File: src/design/ptu_pkg.sv
// ptu_pkg: shared types and constants for the particle table update block.
// Holds item structs, the particle record, pipeline records and cell controls.
// No dependencies.
package ptu_pkg;

  localparam int CAPACITY  = 64;
  localparam int IDX_W     = (CAPACITY > 1) ? $clog2(CAPACITY) : 1;
  localparam int CNT_W     = $clog2(CAPACITY + 1);
  localparam int NLANE     = 5;   // lane 0 scale, lanes 1..4 color R,G,B,A
  localparam int DIV_STEPS = 16;

  localparam logic [1:0] KIND_ADD    = 2'd0;
  localparam logic [1:0] KIND_VERTEX = 2'd1;
  localparam logic [1:0] KIND_EMPTY  = 2'd2;

  localparam logic REQ_ADD  = 1'b0;
  localparam logic REQ_TICK = 1'b1;

  typedef struct packed {
    logic        req_type;
    logic [15:0] life_frames;
    logic [47:0] start_pos;
    logic [47:0] start_vel;
    logic [47:0] accel;
    logic [31:0] scale_pair;
    logic [31:0] color_begin;
    logic [31:0] color_end;
  } in_item_t;

  typedef struct packed {
    logic [1:0]  result_kind;
    logic        accepted;
    logic [47:0] vertex_pos;
    logic [15:0] vertex_scale;
    logic [31:0] vertex_color;
    logic        last;
  } out_item_t;

  typedef struct packed {
    logic [15:0] life;
    logic [15:0] age;
    logic [47:0] pos;
    logic [47:0] vel;
    logic [47:0] acc;
    logic [31:0] scale;   // end in 31:16, start in 15:0
    logic [63:0] color;   // end in 63:32, begin in 31:0
  } particle_t;

  typedef struct packed {
    logic        add;
    logic        step;
    logic        wr;
  } cell_ctl_t;

  typedef struct packed {
    logic        valid;
    logic [1:0]  kind;
    logic        accepted;
    logic        last;
    logic [47:0] pos;
    logic [15:0] life;
  } meta_t;

  typedef struct packed {
    meta_t                       meta;
    logic [NLANE-1:0][31:0]      ps;
    logic [NLANE-1:0][31:0]      pe;
  } prod_t;

  typedef struct packed {
    meta_t                       meta;
    logic [NLANE-1:0][15:0]      r;
    logic [NLANE-1:0][15:0]      lq;   // numerator low bits in, quotient out
  } divp_t;

endpackage

File: src/design/ptu_cell.sv
// ptu_cell: one particle slot of the table chain.
// Shifts toward the tail on add; on tick steps it shifts toward the head or takes the updated particle.
// Depends on ptu_pkg.
module ptu_cell (
  input  logic               clk,
  input  ptu_pkg::cell_ctl_t ctl,
  input  ptu_pkg::particle_t from_prev,
  input  ptu_pkg::particle_t from_next,
  input  ptu_pkg::particle_t proc,
  output ptu_pkg::particle_t q
);
  import ptu_pkg::*;

  always_ff @(posedge clk) begin
    priority if (ctl.add) begin
      q <= from_prev;
    end else if (ctl.step) begin
      q <= ctl.wr ? proc : from_next;
    end
  end

endmodule

File: config.mk
export PLATFORM = sky130hd
export DESIGN_NAME = ptu_cell
export DESIGN_NICKNAME = d
export VERILOG_FILES = /design/src/design/ptu_pkg.sv /design/src/design/ptu_cell.sv
export SDC_FILE = /design/constraint.sdc
export NUM_CORES = 1
export LEC_CHECK = 0
export BUFFER_PORTS_ARGS = -buffer_cell sky130_fd_sc_hd__buf_4
export CORE_AREA = 2 2 431 433
export CTS_CLUSTER_DIAMETER = 150
export DETAILED_ROUTE_END_ITERATION = 12
export DIE_AREA = 0 0 433 435
export PLACE_DENSITY_LB_ADDON = 0.3
export SYNTH_ARGS = -nofsm -noshare
export SYNTH_HDL_FRONTEND = slang
export SYNTH_SLANG_ARGS = --single-unit
File: constraint.sdc
create_clock -name clk -period 4.25 [get_ports clk]
set_input_delay 0.2125 -clock clk [delete_from_list [all_inputs] [get_ports clk]]
set_output_delay 0.2125 -clock clk [all_outputs]
set_load 0.02 [all_outputs]
==> summary by stage <==
Logic synthesis
The count of mapped cells out of synthesis is around 1,200. The fraction of the mapped netlist area in compound gates is 0.0990. The share of the Yosys chip area taken by registers is 0.594. The synthesized netlist contains 11 unique library cells. The post-synthesis mux area share is 0.198. Summing every instance area after synthesis gives between 10,000 and 15,000 um^2. The total of flip-flops plus latches after synthesis is between 200 and 300. After synthesis, the largest family of logic cells by area is multiplexers. A synthesized cell averages 11.7 um^2. The count of warnings emitted by yosys is 0. Of the total synthesized cell area, the portion taken by XOR and XNOR cells is 0. The number of nets in the synthesized netlist is 2,000. Of the total synthesized cell area, the portion taken by full adders, half adders and majority gates is 0.

Of the total synthesized cell area, the portion taken by AND, OR, NAND and NOR gates is 0.0747.

Status
The run finished with clean final reports.

Global routing
The via count of the first global-routing pass is 17,009. The overflow left after global routing is 0. The number of antenna violations at the first check in global routing is 53. Entering global routing, the biggest net connects between 150 and 200 pins.

The wire length of the first global-routing pass is 162 mm. The overall track demand over capacity in global routing is 0.131.

Drt
The final routed wire length divided by cell count is 24.2 um. The number of vias after detailed routing is around 17,000. For this block, the initial DRC count from the detailed router was about 1,100.

In the routed design, unresolved DRC markers number 0. Wires add up to 128 mm. The count of nets left with antenna violations once routing finished came out at 0. The per-cell via count in the routed design is slightly above 3.

The first-pass iteration count of the detailed router is 5.

Placement
The placed cell count is between 4,000 and 5,000. The count of buffers added on input and output ports is 1,091. At the end of routability-driven placement, the weighted congestion stood at 0.916.

The placed instances occupy a cell area of approximately 25,000 um^2. The sum of net half-perimeters after detailed placement is around 110 mm.

CTS
The clock tree synthesis step divided the H-tree into 2 levels. The tree built by TritonCTS fans out to 272 sinks. In this run, CTS created clock tree buffers numbering between 40 and 50. The cell at the root of the clock tree is sky130_fd_sc_hd__clkbuf_16. The clock passes through at most 3 buffers.

Clock-pin slew was measured on the worst setup and hold paths at approximately 0.06 ns. The TritonCTS clock tree is yes.

Flow run
Max-cap violations in this run came to 0.

STA
The setup violation total in the final timing report is 0. Setup repair after global routing left no endpoint under its margin. The clock period minus worst slack is about 2.7 ns.

For this run, the top clock speed supported by timing is ~370 MHz. The count of pins over their slew limit is 0. For the pin with the worst max-slew slack, the measured transition is a little under 1 ns. The final number of hold-violating endpoints is 0. The final critical-path share of the clock period is 0.630. The remaining max-slew budget at the tightest pin is 0.359. Adding up every negative setup slack in the final design gives 0 ns.

Final layout
The layout filler cell count is between 20,000 and 25,000. The count of cells in the finished layout, fillers not included, comes to 5,307. Leaving out fill and tap cells, the most frequent cell in the layout is sky130_fd_sc_hd__buf_4. The sequential cell area is 8170 um^2. The total area of multi-input combinational cells is between 5000 and 6000 um^2.

The post-route cell area is between 30,000 and 40,000 um^2. In the final layout, the share of cells above drive strength 1 is 0.417. The number of flip-flops under the largest register name is ~270. Compared with the post-synthesis result, the final layout area differs by 130%. The register containing the most flip-flops in the final layout is q. Leaving out fill and tap cells, the most frequent cells in the layout are sky130_fd_sc_hd__buf_4, sky130_fd_sc_hd__dlygate4sd3_1, sky130_fd_sc_hd__mux2i_1, sky130_fd_sc_hd__nand2_1, sky130_fd_sc_hd__edfxtp_1. The largest registers in the layout are q: 272 flops. The number of nets in the layout is approximately 3,600.

Floorplanning
The area enclosed by the die boundary is ~190,000 um^2. The chip height is between 400 and 500 um. The width of the die is between 400 and 500 um.

The floorplan core area is ~180,000 um^2. The initial utilization of the core area, before any placement, comes to 0.0747. In this run the core area contains 158 standard-cell rows.

For this design the top-level I/O count stands at ~1,100.

Min path
The path type of the worst min-delay path is in -> reg.

Critical path
STA classifies the critical path endpoint as a flip-flop. STA puts the critical path data required time at about 4.7 ns. By startpoint and endpoint, the worst setup path is classified as in -> reg. The kind of launch point of the worst setup path is an input port.

Of all nets on the critical path, the largest fanout is a little over 50. The most critical setup path has its endpoint at q[242]. Data on the critical path arrives at its endpoint at around 3 ns. The launch point of the critical path is ctl[0].

Power
In this run the static leakage power is about 0.014 uW. The design draws about 10,000 uW. The power density over the cells is 322 nW/um^2. The worst ir drop on vdd is roughly 0.00042 V.
where the power goes:
group	switching, uW	internal (uW)	total, uW
clock	1580	2040	3620
combinational	1480	1490	2960
sequential	242	3340	3580
total	3290	6860	10200
worst max-delay path, stage by stage:
cell and delay [ns]:
sky130_fd_sc_hd__buf_8 0.34, sky130_fd_sc_hd__buf_12 0.38, sky130_fd_sc_hd__buf_4 0.41, sky130_fd_sc_hd__mux2i_1 0.23
sky130_fd_sc_hd__dlygate4sd3_1 0.58, sky130_fd_sc_hd__o21ai_0 0.07, sky130_fd_sc_hd__dlygate4sd3_1 0.58
metal layers:
layer | up-vias | track usage | wire (um)
met5 | - | 0 | 115
met4 | 18 | 0.0512 | 4570
met3 | 148 | 0.0527 | 13600
met2 | 735 | 0.212 | 60000
met1 | 8073 | 0.153 | 50000
li1 | 7542 | - | -
kinds of logic (layout without fill, tap and decap cells):
group / count (synthesis) / in the layout
AND/OR/NAND/NOR: 273 / 273
AO/OA/AOI/OAI: 272 / 272
multiplexers: 272 / 272
flip-flops: 272 / 272
buffers and inverters: 91 / 1720
other: 0 / 18
final cells by class:
| cell class | instances | area share |
|---|---|---|
| antenna | 18 | 0.00143 |
| timing repair buffer | 1646 | 0.437 |
| clock inverter | 27 | 0.00951 |
| clock buffer | 47 | 0.0332 |
| sequential | 272 | 0.259 |
| multi-input combinational | 817 | 0.162 |
| tap | 2480 | 0.0983 |
stage by stage:
stage	hold slack [ns]	util	setup WS [ns]
global placement	0.491	0.135	1.93
finish	0.0465	0.172	1.57
global route	0.0497	0.171	1.44
floorplan	0.400	-	1.33
CTS	0.00292	0.171	1.63
detailed placement	0.496	0.135	1.88
worst min-delay path by stage:
stage                     slack [ns]      to  cells after the start           start
after floorplan                 0.40  q[269]                      2  from_prev[269]
after global placement          0.49  q[215]                      3  from_prev[215]
after detailed placement        0.50   q[36]                      3   from_prev[36]
after CTS                      0.003  q[266]                      3  from_prev[266]
after global routing            0.05  q[268]                      3  from_prev[268]
final                           0.05   q[95]                      3        proc[95]
Yosys cell counts, drive strengths merged:
cell    number  area [um^2]
or2          1         6.26
clkbuf      44          165
mux2i      272         2720
buf         47          308
edfxtp     272         8170
o21ai      272         1360
nand2      272         1020
repair_timing:
action                    4_1_cts  5_1_grt
hold endpoints to repair      270        0
hold buffers                  537        0
buffers inserted                0        0
resized for setup               0        0
Power figures use the tool's default switching activity.
