==> src/design/ptu_pkg.sv <==
// ptu_pkg: shared types and constants for the particle table update block.
// Holds item structs, the particle record, pipeline records and cell controls.
// No dependencies.
package ptu_pkg;

  localparam int CAPACITY  = 64;
  localparam int IDX_W     = (CAPACITY > 1) ? $clog2(CAPACITY) : 1;
  localparam int CNT_W     = $clog2(CAPACITY + 1);
  localparam int NLANE     = 5;   // lane 0 scale, lanes 1..4 color R,G,B,A
  localparam int DIV_STEPS = 16;

  localparam logic [1:0] KIND_ADD    = 2'd0;
  localparam logic [1:0] KIND_VERTEX = 2'd1;
  localparam logic [1:0] KIND_EMPTY  = 2'd2;

  localparam logic REQ_ADD  = 1'b0;
  localparam logic REQ_TICK = 1'b1;

  typedef struct packed {
    logic        req_type;
    logic [15:0] life_frames;
    logic [47:0] start_pos;
    logic [47:0] start_vel;
    logic [47:0] accel;
    logic [31:0] scale_pair;
    logic [31:0] color_begin;
    logic [31:0] color_end;
  } in_item_t;

  typedef struct packed {
    logic [1:0]  result_kind;
    logic        accepted;
    logic [47:0] vertex_pos;
    logic [15:0] vertex_scale;
    logic [31:0] vertex_color;
    logic        last;
  } out_item_t;

  typedef struct packed {
    logic [15:0] life;
    logic [15:0] age;
    logic [47:0] pos;
    logic [47:0] vel;
    logic [47:0] acc;
    logic [31:0] scale;   // end in 31:16, start in 15:0
    logic [63:0] color;   // end in 63:32, begin in 31:0
  } particle_t;

  typedef struct packed {
    logic        add;
    logic        step;
    logic        wr;
  } cell_ctl_t;

  typedef struct packed {
    logic        valid;
    logic [1:0]  kind;
    logic        accepted;
    logic        last;
    logic [47:0] pos;
    logic [15:0] life;
  } meta_t;

  typedef struct packed {
    meta_t                       meta;
    logic [NLANE-1:0][31:0]      ps;
    logic [NLANE-1:0][31:0]      pe;
  } prod_t;

  typedef struct packed {
    meta_t                       meta;
    logic [NLANE-1:0][15:0]      r;
    logic [NLANE-1:0][15:0]      lq;   // numerator low bits in, quotient out
  } divp_t;

endpackage

==> src/design/ptu_div_stage.sv <==
// ptu_div_stage: one restoring-division step for all interpolation lanes,
// registered. Depends on ptu_pkg.
module ptu_div_stage (
  input  logic           clk,
  input  logic           rst,
  input  logic           adv,
  input  ptu_pkg::divp_t d,
  output ptu_pkg::divp_t q
);
  import ptu_pkg::*;

  divp_t nxt;
  logic [16:0] t;
  logic [16:0] diff;
  logic        ge;

  always_comb begin
    nxt = d;
    t = '0;
    diff = '0;
    ge = 1'b0;
    for (int j = 0; j < NLANE; j++) begin
      t    = {d.r[j], d.lq[j][15]};
      diff = t - {1'b0, d.meta.life};
      ge   = (t >= {1'b0, d.meta.life});
      nxt.r[j]  = ge ? diff[15:0] : t[15:0];
      nxt.lq[j] = {d.lq[j][14:0], ge};
    end
  end

  always_ff @(posedge clk) begin
    if (rst) begin
      q.meta.valid <= 1'b0;
    end else if (adv) begin
      q.meta.valid <= nxt.meta.valid;
    end
    if (adv) begin
      q.meta.kind     <= nxt.meta.kind;
      q.meta.accepted <= nxt.meta.accepted;
      q.meta.last     <= nxt.meta.last;
      q.meta.pos      <= nxt.meta.pos;
      q.meta.life     <= nxt.meta.life;
      q.r             <= nxt.r;
      q.lq            <= nxt.lq;
    end
  end

endmodule

==> config.mk <==
export PLATFORM = sky130hd
export DESIGN_NAME = ptu_div_stage
export DESIGN_NICKNAME = d
export VERILOG_FILES = /design/src/design/ptu_pkg.sv /design/src/design/ptu_div_stage.sv
export SDC_FILE = /design/constraint.sdc
export NUM_CORES = 1
export LEC_CHECK = 0
export BUFFER_PORTS_ARGS = -buffer_cell sky130_fd_sc_hd__buf_2
export CORE_AREA = 2 2 181 183
export CTS_CLUSTER_DIAMETER = 150
export DETAILED_ROUTE_END_ITERATION = 10
export DIE_AREA = 0 0 183 185
export HOLD_SLACK_MARGIN = 0.12
export MAX_ROUTING_LAYER = met4
export PLACE_DENSITY = 0.61
export SETUP_SLACK_MARGIN = 0.05
export SLEW_MARGIN = 30
export SYNTH_ARGS = -nofsm -noshare
export SYNTH_HDL_FRONTEND = slang
export SYNTH_SLANG_ARGS = --single-unit
==> constraint.sdc <==
create_clock -name clk -period 3.6 [get_ports clk]
set_clock_uncertainty 0.05 [all_clocks]
set_input_delay 0.36 -clock clk [delete_from_list [all_inputs] [get_ports clk]]
set_output_delay 0.36 -clock clk [all_outputs]
set_load 0.1 [all_outputs]
==> out/results.ini, run 1 <==
[outcome]
status = complete, no violations

[floorplan]
die-height_microns = 185
rows = 66
core_area_sq_um = 32040
dieArea_sq_um = 33860
start_util = 0.3588
fp.dieW_microns = 183
io-pin-count = 461

[synth]
synth_top_flop_cell = edfxtp_1
syn_nets = 1193
synth_cell_type_count = 64
synth-async-reset-ratio = 0
synth-edff-count = 228
synth-seq-area-share = 0.5973
synth_area_per_cell_sq_um = 13.12
syn_inst = 876
yosysWarnings = 0
synth-seq-cells = 229
syn_area_sq_um = 11500
synth_area_leaders = edfxtp_1 (60%), ha_1 (8.7%), o21ai_0 (3.5%)
yosysTopAreaCellShare = 0.5956
yosysTopAreaCell = edfxtp_1

[worst_setup_path]
critPathSlowestCell = dlygate4sd3_1
crit_path_cell_trace = dlygate4sd3_1 > buf_2 > inv_1 > ha_1 > a21o_1 > a21o_1 > a21oi_2 > o21ai_2 > a21oi_4 > a211oi_2 > a2111oi_4 > buf_4 > mux2_2
worst-setup-path-type = primary input to register
crit_required_ns = 3.83
worstPathArrival_ns = 3.66
setup.worst_path.start_class = primary input
path_delay_family = compound AO/OA/AOI/OAI gates
critPathMaxFanout = 9
crit_top_cell = a21o_1
cp_num_buf_inv = 4
cpPeakStageDelay_ns = 0.55
worstSetupEndpointType = register

[cells_and_area]
top_register = q
reg_top3 = q: 229 flops
fin_util = 0.5446
largest_reg_flops = 229
regArea_sq_um = 6867
fillerInstances = 2758
drive_gt1_frac = 0.3579
areaGrowthSynthToFinish_pct = 51.80
fin_nets = 1897
multiInputGateArea_sq_um = 4424

[routing]
routedWlPerCell_microns = 21.62
drc = 0
avgViaCountPerCell = 5.013
dr.pass1.iters = 7
ant_nets = 0
route.vias.total = 10102
totalWireLength_microns = 43570
first_iter_violations = 463

[clock_network]
cts_tree = done
numCtsBuffers = 27
cts.sinks = 229
clk_path_buf_depth = 3
root_buffer = clkbuf_16
clk_pin_slew_worst_paths_ns = 0.06
insertion_delay_ns = 0.52
htreeDepth = 1

[timing]
layout_min_cycle_time_ns = 3.434
maxSlewHeadroom = 0.4574
hold_violations = 0
fin_tns_setup_ns = 0
rsz0062_at_grt = false
fmax_ghz = 0.2912
worstMarginPinSlew_ns = 0.7935
setup_violations = 0
slew_viol_final = 0
min_period_over_period = 0.9538

[power_and_ir_drop]
sequentialPowerShare = 0.340
power_frac_comb = 0.377
clockPowerShare = 0.283
finalPower_mw = 9.922
p_int_mw = 5.807
p_per_area_nw_per_um2 = 568.6
swShare = 0.4147
peakVddDrop_mv = 0.3540
switchingPower_mw = 4.115
cellLeakagePower_nw = 7.604

[global_routing]
grt_usage = 0.2538
grt_overflow_total = 0
grt_max_degree = 78
grt_pass1_wl_microns = 61550
grt_pass1_vias = 10107
antenna_found_initial = 5

[flow_run]
drv_cap = 0

[place]
port_buffers = 460
hpwl_microns = 31990
place.gp.congestion = 0.9077

[min_path]
hold_class = primary input to register

## cell type report
type,count,area share
Sequential cell,229,0.3935
Timing Repair Buffer,689,0.2623
Multi-Input combinational cell,592,0.2535
Clock buffer,32,0.03979
Tap cell,408,0.02925
Clock inverter,18,0.01197
Inverter,41,0.008819
Antenna cell,6,0.0008604
## final timing paths
| path | startpoint | end | slack, ns | cells past startpoint |
|---|---|---|---|---|
| hold / removal | d[158] | q[159] | 0.15 | 2 |
| hold reg to reg | q[228] | q[228] | 1.05 | 3 |
| setup / recovery | d[166] | q[134] | 0.17 | 13 |
| setup reg to reg | q[228] | q[228] | 2.34 | 3 |
## timing repair
item,in CTS,in global routing
hold endpoints to repair,206,1
hold buffers,207,1
setup buffers,0,0
endpoints found under the setup margin,0,11
gates resized for setup,0,2
## power by group through the flow
stage                     Clock, mW  Sequential (mW)  Combinational, mW
final                          2.81             3.37               3.74
after global routing           2.97             3.40               3.89
after CTS                      2.86             3.37               3.73
after detailed placement          0             3.42               3.53
after global placement            0             3.42               3.52
after floorplan                   0             5.46              0.741
## stage by stage
stage	hold slack (ns)	setup slack (ns)	instance area, sq um	cells
final	0.1459	0.1662	17450	2015
after global routing	0.1256	0.05626	17450	2014
after CTS	0.1201	0.2013	17420	2008
after detailed placement	0.4495	0.2106	14440	1751
after global placement	0.4255	0.2888	14440	1751
after floorplan	0.3824	0.6005	11500	876
## synth_stat cells (7+ instances only)
cell type	count
ha_1	80
a21o_1	26
o31a_1	8
nor3_1	17
nand3_1	13
edfxtp_1	228
a211oi_1	10
nor2_1	31
nand4_1	8
nor2b_1	13
o21ai_0	80
xor2_1	23
o21bai_1	8
xnor2_1	29
and3_1	7
mux2_2	19
mux2i_1	7
a21oi_1	40
clkbuf_1	10
mux2_4	7
inv_1	41
o21a_1	18
nand2b_1	14
nand2_1	64
## metal layers
| layer | part of all wire | vias up | track usage |
|---|---|---|---|
| met5 | 0 | - | - |
| met4 | 0.049 | 0 | 0.1120 |
| met3 | 0.073 | 95 | 0.05643 |
| met2 | 0.48 | 409 | 0.4244 |
| met1 | 0.40 | 4821 | 0.2944 |
| li1 | - | 4777 | - |
## cells in the final DEF (no fill, tap or decap), types with 6 or more instances in the layout
master	n
clkbuf_16	27
a21oi_1	40
nand4_1	8
nand3_1	13
buf_2	459
inv_1	41
nor2b_1	13
o31a_1	8
diode_2	6
mux2i_1	7
nor2_1	31
clkinvlp_4	7
o21a_1	18
nand2_1	64
nand2b_1	14
o21ai_0	80
a211oi_1	10
ha_1	80
nor3_1	16
o21bai_1	8
edfxtp_1	228
a31oi_1	6
dlygate4sd3_1	208
xor2_1	23
and3_1	7
mux2_2	19
a21o_1	26
xnor2_1	29
mux2_4	7
buf_4	19
## kinds of logic after synthesis
group           share of synthesized area
xor+xnor                          0.03962
compound gates                     0.1377
flops                              0.5973
fa+ha+maj                         0.09578
buf+inv                           0.01883
simple gates                      0.07695
mux                               0.03385
Note: power is estimated with default switching activity, not from simulation.
==> inputs of run 2 (changes only) <==
Clock period 3.6 ns to 3.4 ns, I/O delays scaled along.
==> run 2 against run 1 <==
  * Count of clock-buffer cells in the layout up 2
  * Die area unchanged
  * Register-to-register slack got worse by 0.17 ns
  * First-iteration DRC count is 27% higher
  * Critical endpoint is now q[90]
  * Largest power group unchanged
==> out/results.ini, run 2 (synthesis gave the netlist of run 1 again) <==
[outcome]
status = complete, no violations

[worst_setup_path]
r2r-start = q[228]
cp-startpoint = d[168]
worstSetupEndpointType = register
worst-setup-path-type = primary input to register
r2r_setup_slack_ns = 2.17
setup.worst_path.start_class = primary input
crit_required_ns = 3.62
critPathSlowestCell = dlygate4sd3_1
critPathMaxFanout = 17
r2r-end = q[228]
cpPeakStageDelay_ns = 0.57
ff2ff_path_depth = 3
worstPathArrival_ns = 3.50
crit_top_cell = o21ai_0
crit_path_cell_trace = dlygate4sd3_1 > buf_2 > inv_1 > ha_1 > a21oi_1 > o21ai_0 > or3_1 > a221oi_1 > o21ai_1 > o21bai_1 > buf_4 > o21ai_0
crit_path_end = q[90]

[floorplan]
die-height_microns = 185
dieArea_sq_um = 33860
rows = 66
core_area_sq_um = 32040
fp.dieW_microns = 183
io-pin-count = 461
start_util = 0.3588

[timing]
slew_viol_final = 0
fin_tns_setup_ns = 0
setup_ws_ns = 0.1225
setup_violations = 0
fmax_ghz = 0.3051
hold_violations = 0
hold_slack_ns = 0.1137
worstMarginPinSlew_ns = 0.8611
maxSlewHeadroom = 0.4259
min_period_over_period = 0.9640
layout_min_cycle_time_ns = 3.277
rsz0062_at_grt = true

[flow_run]
drv_cap = 0

[place]
place.gp.congestion = 0.9247
post-place-ws_ns = 0.1251
port_buffers = 460
hpwl_microns = 32240

[cells_and_area]
final_cell_mix = buf_2 (459), edfxtp_1 (228), dlygate4sd3_1 (212)
largest_reg_flops = 229
top_register = q
drive_gt1_frac = 0.3631
areaGrowthSynthToFinish_pct = 53.35
fin_nets = 1909
layout_commonest_cell = buf_2
reg_top3 = q: 229 flops

[global_routing]
grt_pass1_wl_microns = 61400
grt_overflow_total = 0
grt_usage = 0.2530
antenna_found_initial = 9
grt_max_degree = 101
grt_pass1_vias = 9977

[min_path]
hp-start = d[112]
holdPathStages = 3
hold_class = primary input to register

[routing]
first_iter_violations = 590
routedWlPerCell_microns = 21.72
dr.max_layer_used = met4
met1_length_microns = 18030
totalWireLength_microns = 44080
drc = 0
wl_met3_microns = 3185
ant_nets = 0
avgViaCountPerCell = 5.050
wl_met2_microns = 20820
dr.pass1.iters = 5
route.vias.total = 10247

[clock_network]
clk_path_buf_depth = 3
root_buffer = clkbuf_16
cts_tree = done
htreeDepth = 1
insertion_delay_ns = 0.53
clk_pin_slew_worst_paths_ns = 0.06
numCtsBuffers = 27
cts.sinks = 229

[power_and_ir_drop]
peakVddDrop_mv = 0.5753
cellLeakagePower_nw = 7.686
p_per_area_nw_per_um2 = 598.4

## run 2: worst min path at each step
stage	end
after floorplan	q[228]
after global placement	q[228]
after detailed placement	q[228]
after CTS	q[152]
after global routing	q[158]
final	q[113]
## run 2: layer usage
layer | up-vias | global-route usage
li1 | 4809 | -
met1 | 4905 | 0.3004
met2 | 442 | 0.4183
met3 | 91 | 0.05328
met4 | 0 | 0.1094
met5 | - | -
## run 2: cell type report
| class | count | area, sq um |
|---|---|---|
| clock buffer | 34 | 711.9 |
| tap | 408 | 510.5 |
| fill | 2774 | 14410 |
| sequential | 229 | 6867 |
| multi-input combinational | 592 | 4453 |
| clock inverter | 14 | 191.4 |
| inverter | 41 | 161.4 |
| timing repair buffer | 701 | 4710 |
| antenna | 10 | 25.02 |
## run 2: per-stage QoR
| stage | power (mW) | area, sq um | util | instances |
|---|---|---|---|---|
| after floorplan | 6.566 | 11500 | - | 876 |
| after global placement | 7.358 | 14510 | 0.4530 | 1757 |
| after detailed placement | 7.368 | 14510 | 0.4530 | 1757 |
| after CTS | 10.58 | 17540 | 0.5474 | 2017 |
| after global routing | 10.89 | 17630 | 0.5501 | 2028 |
| final | 10.55 | 17630 | 0.5502 | 2029 |
## run 2: timing repair
action / CTS / global route
hold buffers: 212 / 0
gates resized for setup: 0 / 9
setup endpoints to repair: 0 / 43
setup buffers: 0 / 2
endpoints found under the hold margin: 211 / 0
## run 2: power by group
group / switching [mW] / internal, mW / leakage, nW
combinational: 3.06 / 0.922 / 5.01
clock: 1.20 / 1.79 / 0.440
sequential: 0.0922 / 3.48 / 2.24
## run 2: critical path, delay by kind of cell
family / cells / cell delay, ns
adders and majority gates: 1 / 0.41
buffers and inverters: 4 / 1.35
AOI/OAI and AO/OA: 6 / 1.09
and+or+nand+nor: 1 / 0.32
==> inputs of run 3 (changes only) <==
Settings changed: PLACE_DENSITY 0.61 to unset.
Clock period 3.4 ns to 3.6 ns, I/O delays scaled along.
==> run 3 against run 2 <==
  * Register-to-register slack better by 0.25 ns
  * Cell count is 0.79% lower
  * First-iteration DRC count up 7.6%
  * Sequential share of layout area increased by 0.45 points
  * Sequential power decreased by 6%
  * Utilization shrank 0.63 points
  * Clock power is 8.0% lower
  * Global-route usage rose by 0.13 points
  * Largest cell class unchanged
==> out/results.ini, run 3 (synthesis gave the netlist of run 1 again) <==
[flow_run]
drv_cap = 0

[cells_and_area]
drive_gt1_frac = 0.3557
fin_cells = 2013
multiInputGateArea_sq_um = 4418
layout_commonest_cell = buf_2
areaGrowthSynthToFinish_pct = 51.59
regArea_sq_um = 6867
largest_reg_flops = 229
top_register = q
fin_nets = 1893
fillerInstances = 2758
final_cell_mix = buf_2 (459), edfxtp_1 (228), dlygate4sd3_1 (207)
reg_top3 = q: 229 flops
fin_util = 0.5439

[routing]
dr.max_layer_used = met4
wl_met2_microns = 20880
met1_length_microns = 17580
routedWlPerCell_microns = 21.85
drc = 0
route.vias.total = 10034
ant_nets = 0
wl_met3_microns = 3711
dr.pass1.iters = 5
totalWireLength_microns = 43980
avgViaCountPerCell = 4.985
first_iter_violations = 635

[timing]
setup_violations = 0
rsz0062_at_grt = false
worstMarginPinSlew_ns = 0.6926
setup_ws_ns = 0.2105
fin_tns_setup_ns = 0
slew_viol_final = 0
layout_min_cycle_time_ns = 3.389
hold_violations = 0
maxSlewHeadroom = 0.5323
min_period_over_period = 0.9415
fmax_ghz = 0.2950

[floorplan]
core_area_sq_um = 32040
dieArea_sq_um = 33860
fp.dieW_microns = 183
die-height_microns = 185
io-pin-count = 461
start_util = 0.3588
rows = 66

[min_path]
hp-start = d[156]
hold_path_end = q[157]
hold_class = primary input to register
holdPathStages = 3

[global_routing]
antenna_found_initial = 7
grt_usage = 0.2543
grt_pass1_wl_microns = 61270
grt_overflow_total = 0
grt_pass1_vias = 9922
grt_max_degree = 78

[clock_network]
cts_tree = done
clk_pin_slew_worst_paths_ns = 0.06
htreeDepth = 1
cts.sinks = 229
numCtsBuffers = 27
root_buffer = clkbuf_16
insertion_delay_ns = 0.53
clk_path_buf_depth = 3

[worst_setup_path]
ff2ff_path_depth = 3
crit_required_ns = 3.84
crit_top_cell = a21o_1
cpPeakStageDelay_ns = 0.55
critPathSlowestCell = dlygate4sd3_1
r2r-end = q[228]
crit_path_cell_trace = dlygate4sd3_1 > buf_2 > inv_1 > ha_1 > a21o_1 > a21o_1 > a21oi_2 > o21ai_2 > a21oi_4 > a211oi_2 > a2111oi_4 > buf_4 > mux2_2
setup.worst_path.start_class = primary input
worstSetupEndpointType = register
r2r_setup_slack_ns = 2.42
critPathMaxFanout = 9
path_delay_family = compound AO/OA/AOI/OAI gates
cp_num_buf_inv = 4
worst-setup-path-type = primary input to register
r2r-start = q[228]
worstPathArrival_ns = 3.63

[power_and_ir_drop]
finalPower_mw = 9.872
p_per_area_nw_per_um2 = 566.5
peakVddDrop_mv = 0.4068
cellLeakagePower_nw = 7.600

[place]
port_buffers = 460
hpwl_microns = 32160
post-place-ws_ns = 0.2135
place.gp.congestion = 0.8900
dp_cells = 1748

[outcome]
status = complete, no violations

-- run 3: changes by cell type in the layout (fill, tap and decap cells not counted), moves of 3 or more --
cell / delta
dlygate4sd3_1: -5
buf_4: -9
clkinv_1: +3
clkinv_4: -3
-- run 3: routing by layer --
metal / track usage / vias to the layer above
met3: 0.06960 / 85
met1: 0.2965 / 4753
li1: - / 4767
met2: 0.4208 / 429
met5: - / -
met4: 0.09696 / 0
-- run 3: worst max-delay path by stage --
stage | depth (start not counted) | from | endpoint
2_1_floorplan | 11 | d[166] | q[136]
3_3_place_gp | 12 | d[166] | q[130]
3_5_place_dp | 12 | d[166] | q[130]
4_1_cts | 13 | d[166] | q[130]
5_1_grt | 12 | d[166] | q[151]
6_report | 13 | d[166] | q[130]
-- run 3: timing repair --
| item | in CTS | in global routing |
|---|---|---|
| resized for setup | 0 | 0 |
| hold endpoints to repair | 206 | 0 |
| hold buffers | 207 | 0 |
| buffers inserted | 0 | 0 |
-- run 3: worst reg2reg max path, cell delays in order, from the launching register on --
cell and delay [ns]:
dfxtp_1 0.31, mux2i_1 0.12, nor2_1 0.05, dlygate4sd3_1 0.54
-- run 3: final cells by class --
cell class | instances | area share
sequential | 229 | 0.3940
inverter | 41 | 0.008831
antenna | 8 | 0.001149
clock inverter | 18 | 0.01055
timing repair buffer | 685 | 0.2622
tap | 408 | 0.02929
multi-input combinational | 592 | 0.2535
clock buffer | 32 | 0.04042
-- run 3: stage by stage --
stage	hold WS, ns	area (sq um)
detailed placement	0.4344	14450
floorplan	0.3824	11500
global placement	0.4184	14450
global route	0.1366	17420
finish	0.1436	17430
CTS	0.1204	17410
-- run 3: where the power goes --
part,switching [mW],internal (mW),total (mW),leakage (nW)
Combinational,2.90,0.850,3.75,4.93
Sequential,0.0856,3.29,3.37,2.24
Clock,1.13,1.62,2.75,0.429
Total,4.12,5.76,9.87,7.60
